`src/hw/rtl/signal_activity_ring_log_assert.svh`:
```
// Assertion macros shared by the signal activity ring log RTL.
`ifndef SIGNAL_ACTIVITY_RING_LOG_ASSERT_SVH
`define SIGNAL_ACTIVITY_RING_LOG_ASSERT_SVH

// Same-cycle implication, sampled on clk and disabled during reset.
`define SARL_ASSERT_IMP(name, ante, cons, msg) \
	name: assert property (@(posedge clk) disable iff (!arst_n) (ante) |-> (cons)) \
		else $error(msg);

// Next-cycle implication, sampled on clk and disabled during reset.
`define SARL_ASSERT_NXT(name, ante, cons, msg) \
	name: assert property (@(posedge clk) disable iff (!arst_n) (ante) |=> (cons)) \
		else $error(msg);

`endif

```
`src/hw/rtl/sarl_pkg.sv`:
```
// Package with widths, codes, entry layout and control structs of the ring log.
`default_nettype none

package sarl_pkg;

	localparam int unsigned LOG_DEPTH_DEF = 32;

	localparam int unsigned MODE_W     = 3;
	localparam int unsigned FREQ_W     = 28;
	localparam int unsigned TIME_W     = 16;
	localparam int unsigned RSSI_W     = 9;
	localparam int unsigned TONE_W     = 12;
	localparam int unsigned QUAL_W     = 8;
	localparam int unsigned IDX_W      = 8;
	localparam int unsigned CFG_W      = 16;
	localparam int unsigned CFG_ADDR_W = 1;

	localparam int unsigned S_TDATA_W = 72;
	localparam int unsigned S_TUSER_W = MODE_W;
	localparam int unsigned M_TDATA_W = 112;
	localparam int unsigned M_TUSER_W = 2;

	localparam logic [MODE_W-1:0] MODE_ADD   = 3'd0;
	localparam logic [MODE_W-1:0] MODE_TICK  = 3'd1;
	localparam logic [MODE_W-1:0] MODE_CLEAR = 3'd2;
	localparam logic [MODE_W-1:0] MODE_READ  = 3'd3;
	localparam logic [MODE_W-1:0] MODE_FIND  = 3'd4;

	localparam logic [CFG_ADDR_W-1:0] CFG_FREQ_WINDOW = 1'b0;
	localparam logic [CFG_ADDR_W-1:0] CFG_TIME_WINDOW = 1'b1;

	localparam logic [CFG_W-1:0]  FREQ_WINDOW_RST = 16'd1000;
	localparam logic [CFG_W-1:0]  TIME_WINDOW_RST = 16'd10;
	localparam logic [TIME_W-1:0] UPTIME_MAX      = 16'hFFFF;
	localparam logic [IDX_W-1:0]  POS_MISS        = 8'hFF;

	// One stored log entry, as it sits in the RAM word.
	typedef struct packed {
		logic [FREQ_W-1:0]        freq;
		logic [TIME_W-1:0]        start;
		logic [TIME_W-1:0]        dur;
		logic signed [RSSI_W-1:0] rssi;
		logic [TONE_W-1:0]        tone;
		logic [QUAL_W-1:0]        qual;
	} entry_t;

	// Commands from the controller to the datapath.
	typedef struct packed {
		logic load_in;
		logic res_init;
		logic add_commit;
		logic rd_newest;
		logic rd_index;
		logic find_start;
		logic find_step;
		logic take_entry;
		logic tick;
		logic clear;
		logic out_load;
	} cmd_t;

	// Status from the datapath to the controller.
	typedef struct packed {
		logic [MODE_W-1:0] mode;
		logic              cnt_zero;
		logic              ridx_ok;
		logic              match;
		logic              find_last;
	} stat_t;

endpackage

`default_nettype wire

```
`src/hw/rtl/sarl_ram.sv`:
```
// Generic single-port-write, single-port-read RAM with registered read data.
`default_nettype none

module sarl_ram #(
	parameter int unsigned WIDTH = 8,
	parameter int unsigned DEPTH = 32,
	localparam int unsigned AW = (DEPTH > 1) ? $clog2(DEPTH) : 1
) (
	input  wire logic             clk,
	input  wire logic             we,
	input  wire logic [AW-1:0]    waddr,
	input  wire logic [WIDTH-1:0] wdata,
	input  wire logic             re,
	input  wire logic [AW-1:0]    raddr,
	output logic      [WIDTH-1:0] rdata
);

	logic [WIDTH-1:0] mem_q [DEPTH];

	always_ff @(posedge clk) begin
		if (we) begin
			mem_q[waddr] <= wdata;
		end
		if (re) begin
			rdata <= mem_q[raddr];
		end
	end

endmodule

`default_nettype wire

```
`src/hw/rtl/sarl_dp.sv`:
```
// Datapath of the ring log: item registers, log RAM, pointers, compares and result registers.
`default_nettype none

module sarl_dp #(
	parameter int unsigned LOG_DEPTH = sarl_pkg::LOG_DEPTH_DEF
) (
	input  wire logic                                clk,
	input  wire logic                                arst_n,
	input  wire logic                                cfg_we,
	input  wire logic [sarl_pkg::CFG_ADDR_W-1:0]     cfg_addr,
	input  wire logic [sarl_pkg::CFG_W-1:0]          cfg_wdata,
	input  wire logic [sarl_pkg::S_TDATA_W-1:0]      s_tdata,
	input  wire logic [sarl_pkg::S_TUSER_W-1:0]      s_tuser,
	input  wire sarl_pkg::cmd_t                      cmd,
	output sarl_pkg::stat_t                          stat,
	output logic      [sarl_pkg::M_TDATA_W-1:0]      m_tdata,
	output logic      [sarl_pkg::M_TUSER_W-1:0]      m_tuser
);

	import sarl_pkg::*;

	localparam int unsigned AW = (LOG_DEPTH > 1) ? $clog2(LOG_DEPTH) : 1;
	localparam int unsigned SW = IDX_W + 2;
	localparam logic [AW-1:0]    LAST_SLOT = AW'(LOG_DEPTH - 1);
	localparam logic [SW-1:0]    DEPTH_S   = SW'(LOG_DEPTH);
	localparam logic [IDX_W-1:0] DEPTH_C   = IDX_W'(LOG_DEPTH);
	localparam int unsigned      PAD_W     = M_TDATA_W - IDX_W - $bits(entry_t) - IDX_W;

	// Accepted item.
	logic [MODE_W-1:0]        mode_q;
	logic [FREQ_W-1:0]        freq_q;
	logic signed [RSSI_W-1:0] rssi_q;
	logic [TONE_W-1:0]        tone_q;
	logic [QUAL_W-1:0]        qual_q;
	logic [IDX_W-1:0]         ridx_q;

	// Log control state and configuration.
	logic [AW-1:0]    wp_q;
	logic [IDX_W-1:0] cnt_q;
	logic [TIME_W-1:0] uptime_q;
	logic [CFG_W-1:0] fwin_q;
	logic [CFG_W-1:0] twin_q;

	// Find walk.
	logic [AW-1:0]    slot_q;
	logic [IDX_W-1:0] pos_q;

	// Result being built and output register.
	logic             res_found_q;
	logic             res_merged_q;
	logic [IDX_W-1:0] res_pos_q;
	entry_t           res_entry_q;
	logic             out_found_q;
	logic             out_merged_q;
	logic [IDX_W-1:0] out_pos_q;
	entry_t           out_entry_q;
	logic [IDX_W-1:0] out_cnt_q;

	logic [AW-1:0]     newest;
	logic [AW-1:0]     newest_prev;
	logic [AW-1:0]     slot_prev;
	logic [SW-1:0]     idx_sum;
	logic [AW-1:0]     idx_slot;
	logic              rd_en;
	logic [AW-1:0]     rd_addr;
	entry_t            rd_entry;
	logic [FREQ_W-1:0] fdiff;
	logic              freq_near;
	logic [TIME_W-1:0] age;
	logic              merge_ok;
	logic              do_merge;
	entry_t            merged_entry;
	entry_t            new_entry;
	logic [AW-1:0]     wr_addr;
	entry_t            wr_entry;

	always_comb begin
		newest      = (wp_q == '0) ? LAST_SLOT : wp_q - 1'b1;
		newest_prev = (newest == '0) ? LAST_SLOT : newest - 1'b1;
		slot_prev   = (slot_q == '0) ? LAST_SLOT : slot_q - 1'b1;
		// Slot of a recency position: newest slot minus position, modulo the depth.
		idx_sum     = SW'(wp_q) + DEPTH_S - SW'(1) - SW'(ridx_q);
		idx_slot    = (idx_sum >= DEPTH_S) ? AW'(idx_sum - DEPTH_S) : AW'(idx_sum);
	end

	always_comb begin
		rd_en = cmd.rd_newest | cmd.rd_index | cmd.find_start | cmd.find_step;
		priority if (cmd.rd_index) begin
			rd_addr = idx_slot;
		end else if (cmd.find_step) begin
			rd_addr = slot_q;
		end else begin
			rd_addr = newest;
		end
	end

	always_comb begin
		fdiff     = (freq_q >= rd_entry.freq) ? freq_q - rd_entry.freq : rd_entry.freq - freq_q;
		freq_near = fdiff <= FREQ_W'(fwin_q);
		age       = uptime_q - rd_entry.start;
		merge_ok  = freq_near && (age <= twin_q);
		do_merge  = cmd.add_commit && (cnt_q != '0) && merge_ok;

		merged_entry      = rd_entry;
		merged_entry.dur  = age;
		if (rssi_q > rd_entry.rssi) begin
			merged_entry.rssi = rssi_q;
		end
		if (tone_q != '0) begin
			merged_entry.tone = tone_q;
		end
		if (qual_q > rd_entry.qual) begin
			merged_entry.qual = qual_q;
		end

		new_entry.freq  = freq_q;
		new_entry.start = uptime_q;
		new_entry.dur   = '0;
		new_entry.rssi  = rssi_q;
		new_entry.tone  = tone_q;
		new_entry.qual  = qual_q;

		wr_addr  = do_merge ? newest : wp_q;
		wr_entry = do_merge ? merged_entry : new_entry;
	end

	sarl_ram #(
		.WIDTH($bits(entry_t)),
		.DEPTH(LOG_DEPTH)
	) u_ram (
		.clk  (clk),
		.we   (cmd.add_commit),
		.waddr(wr_addr),
		.wdata(wr_entry),
		.re   (rd_en),
		.raddr(rd_addr),
		.rdata(rd_entry)
	);

	always_ff @(posedge clk or negedge arst_n) begin
		if (!arst_n) begin
			wp_q     <= '0;
			cnt_q    <= '0;
			uptime_q <= '0;
			fwin_q   <= FREQ_WINDOW_RST;
			twin_q   <= TIME_WINDOW_RST;
		end else begin
			if (cfg_we) begin
				unique case (cfg_addr)
					CFG_FREQ_WINDOW: fwin_q <= cfg_wdata;
					CFG_TIME_WINDOW: twin_q <= cfg_wdata;
					default: ;
				endcase
			end
			if (cmd.tick && (uptime_q != UPTIME_MAX)) begin
				uptime_q <= uptime_q + 1'b1;
			end
			if (cmd.clear) begin
				wp_q  <= '0;
				cnt_q <= '0;
			end else if (cmd.add_commit && !do_merge) begin
				wp_q <= (wp_q == LAST_SLOT) ? '0 : wp_q + 1'b1;
				if (cnt_q < DEPTH_C) begin
					cnt_q <= cnt_q + 1'b1;
				end
			end
		end
	end

	always_ff @(posedge clk) begin
		if (cmd.load_in) begin
			mode_q <= s_tuser;
			freq_q <= s_tdata[27:0];
			rssi_q <= s_tdata[36:28];
			tone_q <= s_tdata[48:37];
			qual_q <= s_tdata[56:49];
			ridx_q <= s_tdata[64:57];
		end
		if (cmd.find_start) begin
			slot_q <= newest_prev;
			pos_q  <= '0;
		end else if (cmd.find_step) begin
			slot_q <= slot_prev;
			pos_q  <= pos_q + 1'b1;
		end
		if (cmd.res_init) begin
			res_found_q  <= 1'b0;
			res_entry_q  <= '0;
			res_pos_q    <= (mode_q == MODE_FIND) ? POS_MISS : '0;
		end
		// An add into an empty log commits in the same cycle as the result is initialized.
		if (cmd.res_init || cmd.add_commit) begin
			res_merged_q <= cmd.add_commit && do_merge;
		end
		if (cmd.take_entry) begin
			res_found_q <= 1'b1;
			res_entry_q <= rd_entry;
			res_pos_q   <= (mode_q == MODE_FIND) ? pos_q : '0;
		end
		if (cmd.out_load) begin
			out_found_q  <= res_found_q;
			out_merged_q <= res_merged_q;
			out_pos_q    <= res_pos_q;
			out_entry_q  <= res_entry_q;
			out_cnt_q    <= cnt_q;
		end
	end

	always_comb begin
		stat.mode      = mode_q;
		stat.cnt_zero  = (cnt_q == '0);
		stat.ridx_ok   = (ridx_q < cnt_q);
		stat.match     = freq_near;
		stat.find_last = ((IDX_W + 1)'(pos_q) + 1'b1) == (IDX_W + 1)'(cnt_q);
	end

	assign m_tdata = {PAD_W'(0), out_cnt_q, out_entry_q.qual, out_entry_q.tone,
		out_entry_q.rssi, out_entry_q.dur, out_entry_q.start, out_entry_q.freq, out_pos_q};
	assign m_tuser = {out_merged_q, out_found_q};

endmodule

`default_nettype wire

```
`src/hw/rtl/sarl_ctrl.sv`:
```
// Controller state machine of the ring log: sequences each item and owns the handshakes.
`default_nettype none

module sarl_ctrl (
	input  wire logic            clk,
	input  wire logic            arst_n,
	input  wire logic            s_tvalid,
	output logic                 s_tready,
	output logic                 m_tvalid,
	input  wire logic            m_tready,
	input  wire sarl_pkg::stat_t stat,
	output sarl_pkg::cmd_t       cmd
);

	import sarl_pkg::*;

	localparam logic [2:0] ST_IDLE    = 3'd0;
	localparam logic [2:0] ST_DECODE  = 3'd1;
	localparam logic [2:0] ST_ADD_CHK = 3'd2;
	localparam logic [2:0] ST_RD_WAIT = 3'd3;
	localparam logic [2:0] ST_FIND    = 3'd4;
	localparam logic [2:0] ST_DONE    = 3'd5;

	logic [2:0] state_q;
	logic [2:0] state_d;
	logic       out_valid_q;

	assign s_tready = (state_q == ST_IDLE);
	assign m_tvalid = out_valid_q;

	always_comb begin
		cmd     = '0;
		state_d = state_q;
		unique case (state_q)
			ST_IDLE: begin
				if (s_tvalid) begin
					cmd.load_in = 1'b1;
					state_d     = ST_DECODE;
				end
			end
			ST_DECODE: begin
				cmd.res_init = 1'b1;
				state_d      = ST_DONE;
				unique case (stat.mode)
					MODE_ADD: begin
						if (stat.cnt_zero) begin
							cmd.add_commit = 1'b1;
						end else begin
							cmd.rd_newest = 1'b1;
							state_d       = ST_ADD_CHK;
						end
					end
					MODE_TICK:  cmd.tick = 1'b1;
					MODE_CLEAR: cmd.clear = 1'b1;
					MODE_READ: begin
						if (stat.ridx_ok) begin
							cmd.rd_index = 1'b1;
							state_d      = ST_RD_WAIT;
						end
					end
					MODE_FIND: begin
						if (!stat.cnt_zero) begin
							cmd.find_start = 1'b1;
							state_d        = ST_FIND;
						end
					end
					default: ;
				endcase
			end
			ST_ADD_CHK: begin
				cmd.add_commit = 1'b1;
				state_d        = ST_DONE;
			end
			ST_RD_WAIT: begin
				cmd.take_entry = 1'b1;
				state_d        = ST_DONE;
			end
			ST_FIND: begin
				priority if (stat.match) begin
					cmd.take_entry = 1'b1;
					state_d        = ST_DONE;
				end else if (stat.find_last) begin
					state_d = ST_DONE;
				end else begin
					cmd.find_step = 1'b1;
				end
			end
			ST_DONE: begin
				if (!out_valid_q || m_tready) begin
					cmd.out_load = 1'b1;
					state_d      = ST_IDLE;
				end
			end
			default: state_d = ST_IDLE;
		endcase
	end

	always_ff @(posedge clk or negedge arst_n) begin
		if (!arst_n) begin
			state_q     <= ST_IDLE;
			out_valid_q <= 1'b0;
		end else begin
			state_q <= state_d;
			if (cmd.out_load) begin
				out_valid_q <= 1'b1;
			end else if (m_tready) begin
				out_valid_q <= 1'b0;
			end
		end
	end

endmodule

`default_nettype wire

```
`src/hw/rtl/signal_activity_ring_log.sv`:
```
// Each item passes decode and then the done state; tick, clear, read miss, add to an empty log,
// find on an empty log and unused codes take no other state, while read hit and add to a
// nonempty log pass one more state; find compares up to LOG_DEPTH entries, one per RAM read.
// One item at a time; the next is accepted the cycle after a result is handed to the output
// register. Reset clears pointer, count, uptime, handshakes and sets the windows to 1000 and 10.
`default_nettype none
`include "signal_activity_ring_log_assert.svh"

module signal_activity_ring_log #(
	parameter int unsigned LOG_DEPTH = sarl_pkg::LOG_DEPTH_DEF
) (
	input  wire logic                            clk,
	input  wire logic                            arst_n,
	// Configuration: index 0 is freq_window, index 1 is time_window.
	input  wire logic                            cfg_we,
	input  wire logic [sarl_pkg::CFG_ADDR_W-1:0] cfg_addr,
	input  wire logic [sarl_pkg::CFG_W-1:0]      cfg_wdata,
	input  wire logic                            s_tvalid,
	output logic                                 s_tready,
	// freq[27:0], rssi[36:28], tone[48:37], quality[56:49], recency_index[64:57], zero pad.
	input  wire logic [sarl_pkg::S_TDATA_W-1:0]  s_tdata,
	// mode[2:0].
	input  wire logic [sarl_pkg::S_TUSER_W-1:0]  s_tuser,
	output logic                                 m_tvalid,
	input  wire logic                            m_tready,
	// found_position[7:0], entry_freq[35:8], entry_time[51:36], entry_duration[67:52],
	// entry_rssi[76:68], entry_tone[88:77], entry_quality[96:89], entry_count[104:97], zero pad.
	output logic      [sarl_pkg::M_TDATA_W-1:0]  m_tdata,
	// found[0], merged[1].
	output logic      [sarl_pkg::M_TUSER_W-1:0]  m_tuser
);

	import sarl_pkg::*;

	// The controller walks each item through a short state sequence and drives the datapath
	// with one command word per cycle; the datapath reports back mode, count and compares.
	cmd_t  cmd;
	stat_t stat;

	// The controller owns both handshakes. An item is taken only in its idle state, and the
	// finished result sits in the datapath's output register, so a new item can be accepted
	// while the previous result still waits for the sink.
	sarl_ctrl u_ctrl (
		.clk     (clk),
		.arst_n  (arst_n),
		.s_tvalid(s_tvalid),
		.s_tready(s_tready),
		.m_tvalid(m_tvalid),
		.m_tready(m_tready),
		.stat    (stat),
		.cmd     (cmd)
	);

	// The datapath holds the log RAM (one word per entry, registered read), the write pointer,
	// the fill count, the uptime counter, the two window registers and the result registers.
	// An add reads the newest entry, decides on a merge in the cycle its data returns, and
	// writes either the merged entry back or a fresh one at the write pointer. A find issues
	// one read per cycle, newest first, and compares each entry as its data returns.
	// The log RAM is not cleared; entries beyond the count are never read.
	sarl_dp #(
		.LOG_DEPTH(LOG_DEPTH)
	) u_dp (
		.clk      (clk),
		.arst_n   (arst_n),
		.cfg_we   (cfg_we),
		.cfg_addr (cfg_addr),
		.cfg_wdata(cfg_wdata),
		.s_tdata  (s_tdata),
		.s_tuser  (s_tuser),
		.cmd      (cmd),
		.stat     (stat),
		.m_tdata  (m_tdata),
		.m_tuser  (m_tuser)
	);

	// The block works on one item at a time: after an accept it is busy the next cycle.
	`SARL_ASSERT_NXT(a_one_item, s_tvalid && s_tready, !s_tready, "item accepted while busy")
	// The reported count never passes the log depth.
	`SARL_ASSERT_IMP(a_count_max, m_tvalid, m_tdata[104:97] <= IDX_W'(LOG_DEPTH), "count overflow")
	// Without a hit every entry field is zero.
	`SARL_ASSERT_IMP(a_miss_zero, m_tvalid && !m_tuser[0], m_tdata[96:8] == '0, "miss has data")
	// A merge always lands on an existing entry.
	`SARL_ASSERT_IMP(a_merge_cnt, m_tvalid && m_tuser[1], m_tdata[104:97] != '0, "merge on empty log")

endmodule

`default_nettype wire
```
`config.mk`:
```
export PLATFORM = sky130hd
export DESIGN_NAME = signal_activity_ring_log
export DESIGN_NICKNAME = d
export VERILOG_FILES = /design/src/hw/rtl/sarl_pkg.sv /design/src/hw/rtl/sarl_ram.sv /design/src/hw/rtl/sarl_dp.sv /design/src/hw/rtl/sarl_ctrl.sv /design/src/hw/rtl/signal_activity_ring_log.sv
export VERILOG_INCLUDE_DIRS = /design/src /design/src/hw/rtl
export SDC_FILE = /design/constraint.sdc
export NUM_CORES = 2
export LEC_CHECK = 0
export BUFFER_PORTS_ARGS = -buffer_cell sky130_fd_sc_hd__buf_2
export CORE_ASPECT_RATIO = 1.75
export CORE_MARGIN = 8
export CORE_UTILIZATION = 45
export DETAILED_ROUTE_END_ITERATION = 6
export PLACE_DENSITY_LB_ADDON = 0.05
export SYNTH_ARGS = -nofsm -noshare
export SYNTH_HDL_FRONTEND = slang
export SYNTH_SLANG_ARGS = --single-unit
export TNS_END_PERCENT = 30
```
`constraint.sdc`:
```
create_clock -name clk -period 10 [get_ports clk]
set_input_delay 0.5 -clock clk [delete_from_list [all_inputs] [get_ports clk]]
set_output_delay 0.5 -clock clk [all_outputs]
set_load 0.02 [all_outputs]
```
=== After elaboration in Yosys (flattened, before gate mapping) ===
Memory sizes are Yosys's and may differ from the RTL's. A register that Yosys moved wholly into a read port is not among the register bits.
Cells that the tools add are included.

* Flip-flop bits (word level): 352
* Bits in latches: 0
* Bits in writable memories: 2848
* Memory bits (read-only): 0
* Input bits: 97
* Memories: 1

{| class="wikitable"
|+ Memory list
! name !! depth !! width !! read ports !! clocked after Yosys merged registers in !! write ports !! RTL line !! text
|-
| u_dp.u_ram.mem_q || 32 || 89 || 1 || 1 || 1 || sarl_ram.sv:18 || <nowiki>logic [WIDTH-1:0] mem_q [DEPTH];</nowiki>
|}

* $add $sub $neg: 15
* $mul: 0
* Divide/modulo/power cells: 0
* Magnitude comparators: 8
* Equality and inequality tests: 15
* Shift-type cells: 0
* Mux-type cells: 60
* Bitwise logic cells: 4
* Reductions and logical operators: 28

{| class="wikitable"
|+ Operator list
! operator !! count
|-
| $mux 89 || 3
|-
| $mux 8 || 8
|-
| $mux 5 || 12
|-
| $sub 28x28->28 || 2
|-
| $ge 28x28->1 || 1
|-
| $le 28x16->1 || 1
|-
| $mux 28 || 1
|-
| $mux 1 || 21
|-
| $mux 3 || 7
|-
| $sub 5x1->5 const B || 4
|-
| $add 16x1->16 const B || 1
|-
| $add 8x1->8 const B || 2
|-
| $le 16x16->1 || 1
|-
| $ne 16x16->1 const B || 1
|-
| $sub 16x16->16 || 1
|-
| $logic_not 5->1 || 3
|-
| $pmux 3 s5 || 1
|-
| $eq 3x2->1 const B || 4
|-
| $mux 12 || 1
|-
| $reduce_bool 12->1 || 1
|-
| $ge 10x6->1 const B || 1
|-
| $reduce_bool 2->1 || 5
|-
| $sub 10x1->10 const B || 1
|-
| $sub 10x8->10 || 1
|-
| 29 further kinds || 46
|}

=== Logic depth before layout (Yosys ltp) ===
* Depth after elaboration: 10
* Mapped depth: 34
* Gate-level depth less buffers: 30

=== Modules after synthesis ===
From an unflattened synthesis, not the netlist that was laid out.

* Cell total of the unflattened synthesis: 6989
* Area total of the unflattened synthesis: 130441.4 sq um

{| class="wikitable"
|+ Modules (own cells, without submodules)
! module !! instances !! cells an instance !! area an instance (sq um) !! sequential area each (sq um)
|-
| sarl_ram || 1 || 5204 || 110951.4 || 88194.6
|-
| sarl_dp || 1 || 1741 || 19139.6 || 10064.7
|-
| sarl_ctrl || 1 || 44 || 350.3 || 100.1
|}

=== Least setup slack after synthesis ===
OpenSTA, ideal clock, no wires.

* Path kind: reg-to-reg
* Start point: reg u_dp.freq_q[0]
* End point: mem u_dp.u_ram.mem_q[0][0] in the netlist's numbering (enable)
* Setup time: 537 ps
* Arrival: 10092 ps
* Required time: 9463 ps
* Slack: -629 ps
* Cell stages (with the launch flop): 31
* Period minus slack after synthesis: 10629 ps
* Path through: edfxtp_1 -> inv_1 -> ha_1 -> inv_1 -> fa_1 -> nand3_1 -> a211oi_1 -> a211oi_2 -> o21ai_1 -> a31oi_4 -> clkbuf_1 -> clkbuf_1 -> clkbuf_1 -> a211oi_1 -> xnor2_1 -> ha_1 -> a21o_1 -> a21o_1 -> a21oi_1 -> nand2_1 -> o31ai_1 -> nand2b_1 -> mux2_4 -> a211oi_2 -> nand2_1 -> or4_1 -> clkbuf_1 -> mux2_2 -> o21a_1 -> or2_1 -> nor2_1

* Word-level cells in the longest chain between the ends: 6
* Elaborated cells between the ends (all ways): 8
* Those cells by class: add/sub (2); order compare (2); mux (2); reduce/logical (2)

{| class="wikitable"
|+ Ends and longest elaborated chain
! what !! RTL line !! text
|-
| start, declared || sarl_dp.sv:31 || <nowiki>logic [FREQ_W-1:0] freq_q;</nowiki>
|-
| start signal, assigned || sarl_dp.sv:173 || <nowiki>freq_q <= s_tdata[27:0];</nowiki>
|-
| $sub 28x28->28 or $ge 28x28->1 (tied branches) || sarl_dp.sv:98 || <nowiki>fdiff = (freq_q >= rd_entry.freq) ? freq_q - rd_entry.freq : rd_entry.freq - freq_q;</nowiki>
|-
| $mux 28 (*) || sarl_dp.sv:98 ||
|-
| $le 28x16->1 (*) || sarl_dp.sv:99 || <nowiki>freq_near = fdiff <= FREQ_W'(fwin_q);</nowiki>
|-
| $logic_and 1x1->1 (*) || sarl_dp.sv:101 || <nowiki>merge_ok = freq_near && (age <= twin_q);</nowiki>
|-
| $logic_and 1x1->1 (*) || sarl_dp.sv:102 || <nowiki>do_merge = cmd.add_commit && (cnt_q != '0) && merge_ok;</nowiki>
|-
| $mux 5 (*) || sarl_dp.sv:123 || <nowiki>wr_addr = do_merge ? newest : wp_q;</nowiki>
|-
| end, declared || sarl_ram.sv:18 ||
|}

Mark *: on every way between the ends. The rest lies on a longest branch, timed or not.

=== Worst setup path after layout ===
* Start point: reg u_dp.u_ram.rdata[79] (read register of u_dp.u_ram.mem_q)
* End point: reg u_dp.u_ram.rdata[62] (read register of u_dp.u_ram.mem_q) (data pin)

* Word-level cells in the longest chain between the ends: 7
* Elaborated cells between the ends (all ways): 10
* Those cells by class: add/sub (2); order compare (2); mux (5); bitwise (1)

{| class="wikitable"
|+ Ends and longest elaborated chain
! what !! RTL line !! text
|-
| start, declared || sarl_ram.sv:15 || <nowiki>output logic [WIDTH-1:0] rdata</nowiki>
|-
| $sub 28x28->28 or $ge 28x28->1 (tied branches) || sarl_dp.sv:98 ||
|-
| $mux 28 (*) || sarl_dp.sv:98 ||
|-
| $le 28x16->1 (*) || sarl_dp.sv:99 ||
|-
| $mux 1 (*) || sarl_ctrl.sv:79 || <nowiki>priority if (stat.match) begin</nowiki>
|-
| $mux 1 (*) || sarl_ctrl.sv:34 || <nowiki>unique case (state_q)</nowiki>
|-
| $mux 5 || sarl_dp.sv:90 || <nowiki>end else if (cmd.find_step) begin</nowiki>
|-
| $mux 5 || sarl_dp.sv:88 || <nowiki>priority if (cmd.rd_index) begin</nowiki>
|}

Marks and branches as above.
A chain may end at the register's enable or synchronous reset.

==> tab_implementation.tex <==
\begin{tabular}{lr}
\hline
Metric & Value \\
\hline
\multicolumn{2}{l}{\textbf{Global routing}} \\
\quad Global router's overall resource usage & 26.9\% \\
\quad Antenna violations before repair & 17 \\
\quad Global-route congestion overflow total & 0 \\
\quad Vias in the first global route & 80100 \\
\quad Maximum number of pins on one net before global-route repair & 136 \\
\quad First-pass GRT wire length & 616 mm \\
\multicolumn{2}{l}{\textbf{Power and ir drop}} \\
\quad PD cells & 314 nW/um\^{}2 \\
\quad Switching Share & 38.3\% \\
\quad Worst IR Drop VDD & 0.000313 V \\
\quad Leakage & 0.0583 uW \\
\quad P\_int & 30400 uW \\
\quad Sw power & 18800 uW \\
\quad Sequential share of power & 34.1\% \\
\quad Part of the total power dissipated in the clock network & 24.1\% \\
\quad Comb pwr share & 41.8\% \\
\multicolumn{2}{l}{\textbf{Clock network}} \\
\quad CTS sink count & 3289 \\
\quad CTS Buffer Depth & 4 \\
\quad Clock-pin transition on the worst setup and hold timing paths & 0.07 ns \\
\quad CTS H-tree depth & 5 \\
\quad Clock insertion delay at the later pin of the skew report & 0.90 ns \\
\quad Clk root buf & clkbuf\_16 \\
\quad Inserted Clock Buffers & 313 \\
\quad CTS tree & built \\
\quad Post-CTS Setup Repair Bufs & 0 \\
\multicolumn{2}{l}{\textbf{Synthesis}} \\
\quad Post-synth top area share & 71.4\% \\
\quad Flip-flop and latch count after synthesis & 3289 \\
\quad Seq/Total Area, Yosys & 72.8\% \\
\quad Synth area leader & edfxtp\_1 \\
\quad Commonest register cell after synthesis & edfxtp\_1 \\
\quad Top post-synthesis cells by area & edfxtp\_1 (71\%), mux2i\_1 (11\%), a211oi\_1 (1.6\%) \\
\quad Synth Warn \# & 0 \\
\quad Post-synth EDFFs & 3215 \\
\quad Netlist area before placement & 135000 sq um \\
\quad Gate Count Post-Synth & 8262 \\
\quad Leading cell types by count after synthesis & edfxtp\_1 (3215), mux2i\_1 (1494), nand2\_1 (376) \\
\quad Fraction of synthesis flops using an asynchronous set or reset pin & 1.98\% \\
\quad Synth Area per Inst & 16.4 sq um \\
\quad Count of cell types in the netlist & 92 \\
\quad Most frequently used cell type in the post-synthesis netlist & edfxtp\_1 \\
\multicolumn{2}{l}{\textbf{Timing}} \\
\quad Final hold vios & 0 \\
\quad Clock tree skew after final layout & 0.0521 ns \\
\quad Total setup violations reported at the end of the flow & 0 \\
\quad Slew margin rel. & 13.1\% \\
\quad Fin. max-slew vios & 0 \\
\quad Highest clock frequency the design can meet & 0.103 GHz \\
\quad Unrepaired setup endpoints after global routing & false \\
\quad Min setup slack post-route & 0.306 ns \\
\quad Final critical delay including setup and external delays & 9.69 ns \\
\quad Slew @ Worst Pin & 1.30 ns \\
\quad Final worst path period share & 96.9\% \\
\quad Worst hold slack & 0.108 ns \\
\multicolumn{2}{l}{\textbf{Placement}} \\
\quad Total of buffers placed on input and output ports & 198 \\
\quad Worst setup slack before clock tree synthesis & 0.149 ns \\
\quad GPL Wtd Cong & 0.859 \\
\quad Placed wire-length estimate & 270 mm \\
\multicolumn{2}{l}{\textbf{Worst setup path}} \\
\quad Arrival time of data at the critical path endpoint & 10.41 ns \\
\quad Crit path capture type & register \\
\quad Master of the slowest instance on the critical path & o31ai\_1 \\
\quad Endpoint required time on the critical path & 10.71 ns \\
\quad Maximum net fanout on the critical path & 51 \\
\quad Kind of launch point of the worst setup path & register \\
\quad Setup Crit Path Kind & reg2reg \\
\quad Highest cell delay on the worst timing path & 0.78 ns \\
\multicolumn{2}{l}{\textbf{Floorplanning}} \\
\quad Die height & 741 microns \\
\quad Boundary Pins & 213 \\
\quad Core footprint & 299000 sq um \\
\quad Width of the chip & 430 microns \\
\quad Effective utilization at floorplan & 45.2\% \\
\quad Row count & 266 \\
\quad Die Outline Area & 319000 sq um \\
\multicolumn{2}{l}{\textbf{Status}} \\
\quad Run status & finished clean \\
\multicolumn{2}{l}{\textbf{Routing}} \\
\quad Detail-routed net length per standard cell & 33.9 microns \\
\quad Post-detailed-routing wire length & 443 mm \\
\quad Total number of vias & 79100 \\
\quad Detailed router's first-iteration violation count & 7515 \\
\quad Vias per Instance & 6.05 \\
\quad Post-route antenna net violation count & 0 \\
\quad Residual DRC & 0 \\
\quad Detailed-routing iteration count for the pre-antenna-repair pass & 5 \\
\multicolumn{2}{l}{\textbf{Layout}} \\
\quad Area of the multi-input gates & 33600 sq um \\
\quad Fraction of final layout cells with drive strength greater than 1 & 15.2\% \\
\quad Fillcell total & 24400 \\
\quad Area growth from synthesis to layout & 16.2\% \\
\quad Number of nets in the layout & 9178 \\
\quad Area used by sequential logic in the layout & 98400 sq um \\
\multicolumn{2}{l}{\textbf{Job}} \\
\quad Max capacitance violation total & 0 \\
\multicolumn{2}{l}{\textbf{Worst hold path}} \\
\quad Min-delay worst type & in2reg \\
\hline
\end{tabular}
==> routing by layer <==
metal,wire [microns],part of all wire (%),vias up,global-route usage (%)
li1,-,-,34100,-
met1,178000,40,41700,34.4
met3,23300,5.3,690,3.31
met2,227000,51,2656,47.8
met4,15600,3.5,6,8.68
met5,41,0.0092,-,0
==> worst max-delay path: cells and delay by family, from the launching register on <==
family | cells | cell delay (ns)
xor gates and xnor gates | 1 | 0.21
DFF | 1 | 0.60
AOI/OAI and AO/OA | 13 | 3.96
adders and majority gates | 2 | 0.86
and+or+nand+nor | 7 | 1.59
muxes | 1 | 0.27
buffers and inverters | 6 | 1.87
==> flip-flops by register name, summed over array words and instances (netlist names), 9 cells and up <==
| register | flops |
|---|---|
| u_dp.u_ram.mem_q | 2848 |
| u_dp.m_tdata | 89 |
| u_dp.res_entry_q | 89 |
| u_dp.u_ram.rdata | 89 |
| u_dp.freq_q | 28 |
| u_dp.fwin_q | 16 |
| u_dp.twin_q | 16 |
| u_dp.uptime_q | 16 |
| u_dp.tone_q | 12 |
| u_dp.rssi_q | 9 |
==> cell type report <==
| type | instances | area share [%] |
|---|---|---|
| Clock inverter | 156 | 0.940 |
| Sequential cell | 3289 | 62.7 |
| Antenna cell | 10 | 0.0159 |
| Inverter | 333 | 0.798 |
| Clock buffer | 397 | 5.38 |
| Multi-Input combinational cell | 4140 | 21.4 |
| Tap cell | 3886 | 3.10 |
| Timing Repair Buffer | 861 | 5.69 |
==> placed cells by master, fill, tap and decap left out, drive strengths merged, types with 26 or more instances in the layout <==
cell type / instances
dfrtp: 57
nand2: 378
a41oi: 66
nand3: 29
clkinv: 110
nand4: 28
a21o: 41
nor2: 186
inv: 342
o221ai: 226
a2111oi: 180
bufinv: 28
and2: 59
mux2i: 1494
clkbuf: 397
buf: 775
a21oi: 203
ha: 139
nor4: 72
edfxtp: 3215
o22ai: 106
o21ai: 219
a211oi: 293
dlygate4sd3: 86
nor3: 40
xor2: 26
xnor2: 51
mux2: 60
o21a: 30
==> kinds of logic after synthesis <==
logic type      share of synthesized area (%)
fa+ha+maj                                1.35
compound gates                           7.87
simple gates                             3.09
xor+xnor                                0.499
mux                                      11.6
buf+inv                                  2.84
flops                                    72.8
other cells                           0.00278
==> metrics by stage <==
stage	setup TNS (ns)	utilization (%)	power, uW	instances	cell area (sq um)
2_1_floorplan	-1157.75	-	29300	8268	135000
3_3_place_gp	-3.92	48.8	37400	12400	146000
3_5_place_dp	0	48.8	37600	12400	146000
4_1_cts	0	52.4	49500	13100	157000
5_1_grt	0	52.5	51000	13100	157000
6_report	0	52.5	49200	13100	157000
==> final timing paths <==
path                                       from                    to  slack, ns  depth (start not counted)
hold reg to reg            u_dp.res_entry_q[35]      u_dp.m_tdata[58]       0.40                          0
min in group asynchronous                arst_n       u_dp.fwin_q[10]       0.31                          2
max in group asynchronous                arst_n      u_dp.uptime_q[9]       9.06                          2
hold / removal                         s_tvalid     u_ctrl.state_q[0]       0.11                          5
setup / recovery           u_dp.u_ram.rdata[79]  u_dp.u_ram.rdata[62]       0.31                         30
setup reg to reg           u_dp.u_ram.rdata[79]  u_dp.u_ram.rdata[62]       0.31                         30
==> repair_timing <==
action / CTS / global route
setup endpoints to repair: 0 / 1
resized for setup: 0 / 1
hold endpoints to repair: 159 / 0
hold buffers: 86 / 0
==> power by group through the flow <==
stage | Combinational [uW] | Sequential (uW) | Clock (uW)
2_1_floorplan | 12300 | 17000 | 0
3_3_place_gp | 20300 | 17100 | 0
5_1_grt | 21600 | 16800 | 12500
4_1_cts | 20600 | 16800 | 12100
3_5_place_dp | 20600 | 17100 | 0
6_report | 20600 | 16800 | 11800
(Power assumes the default switching activity.)
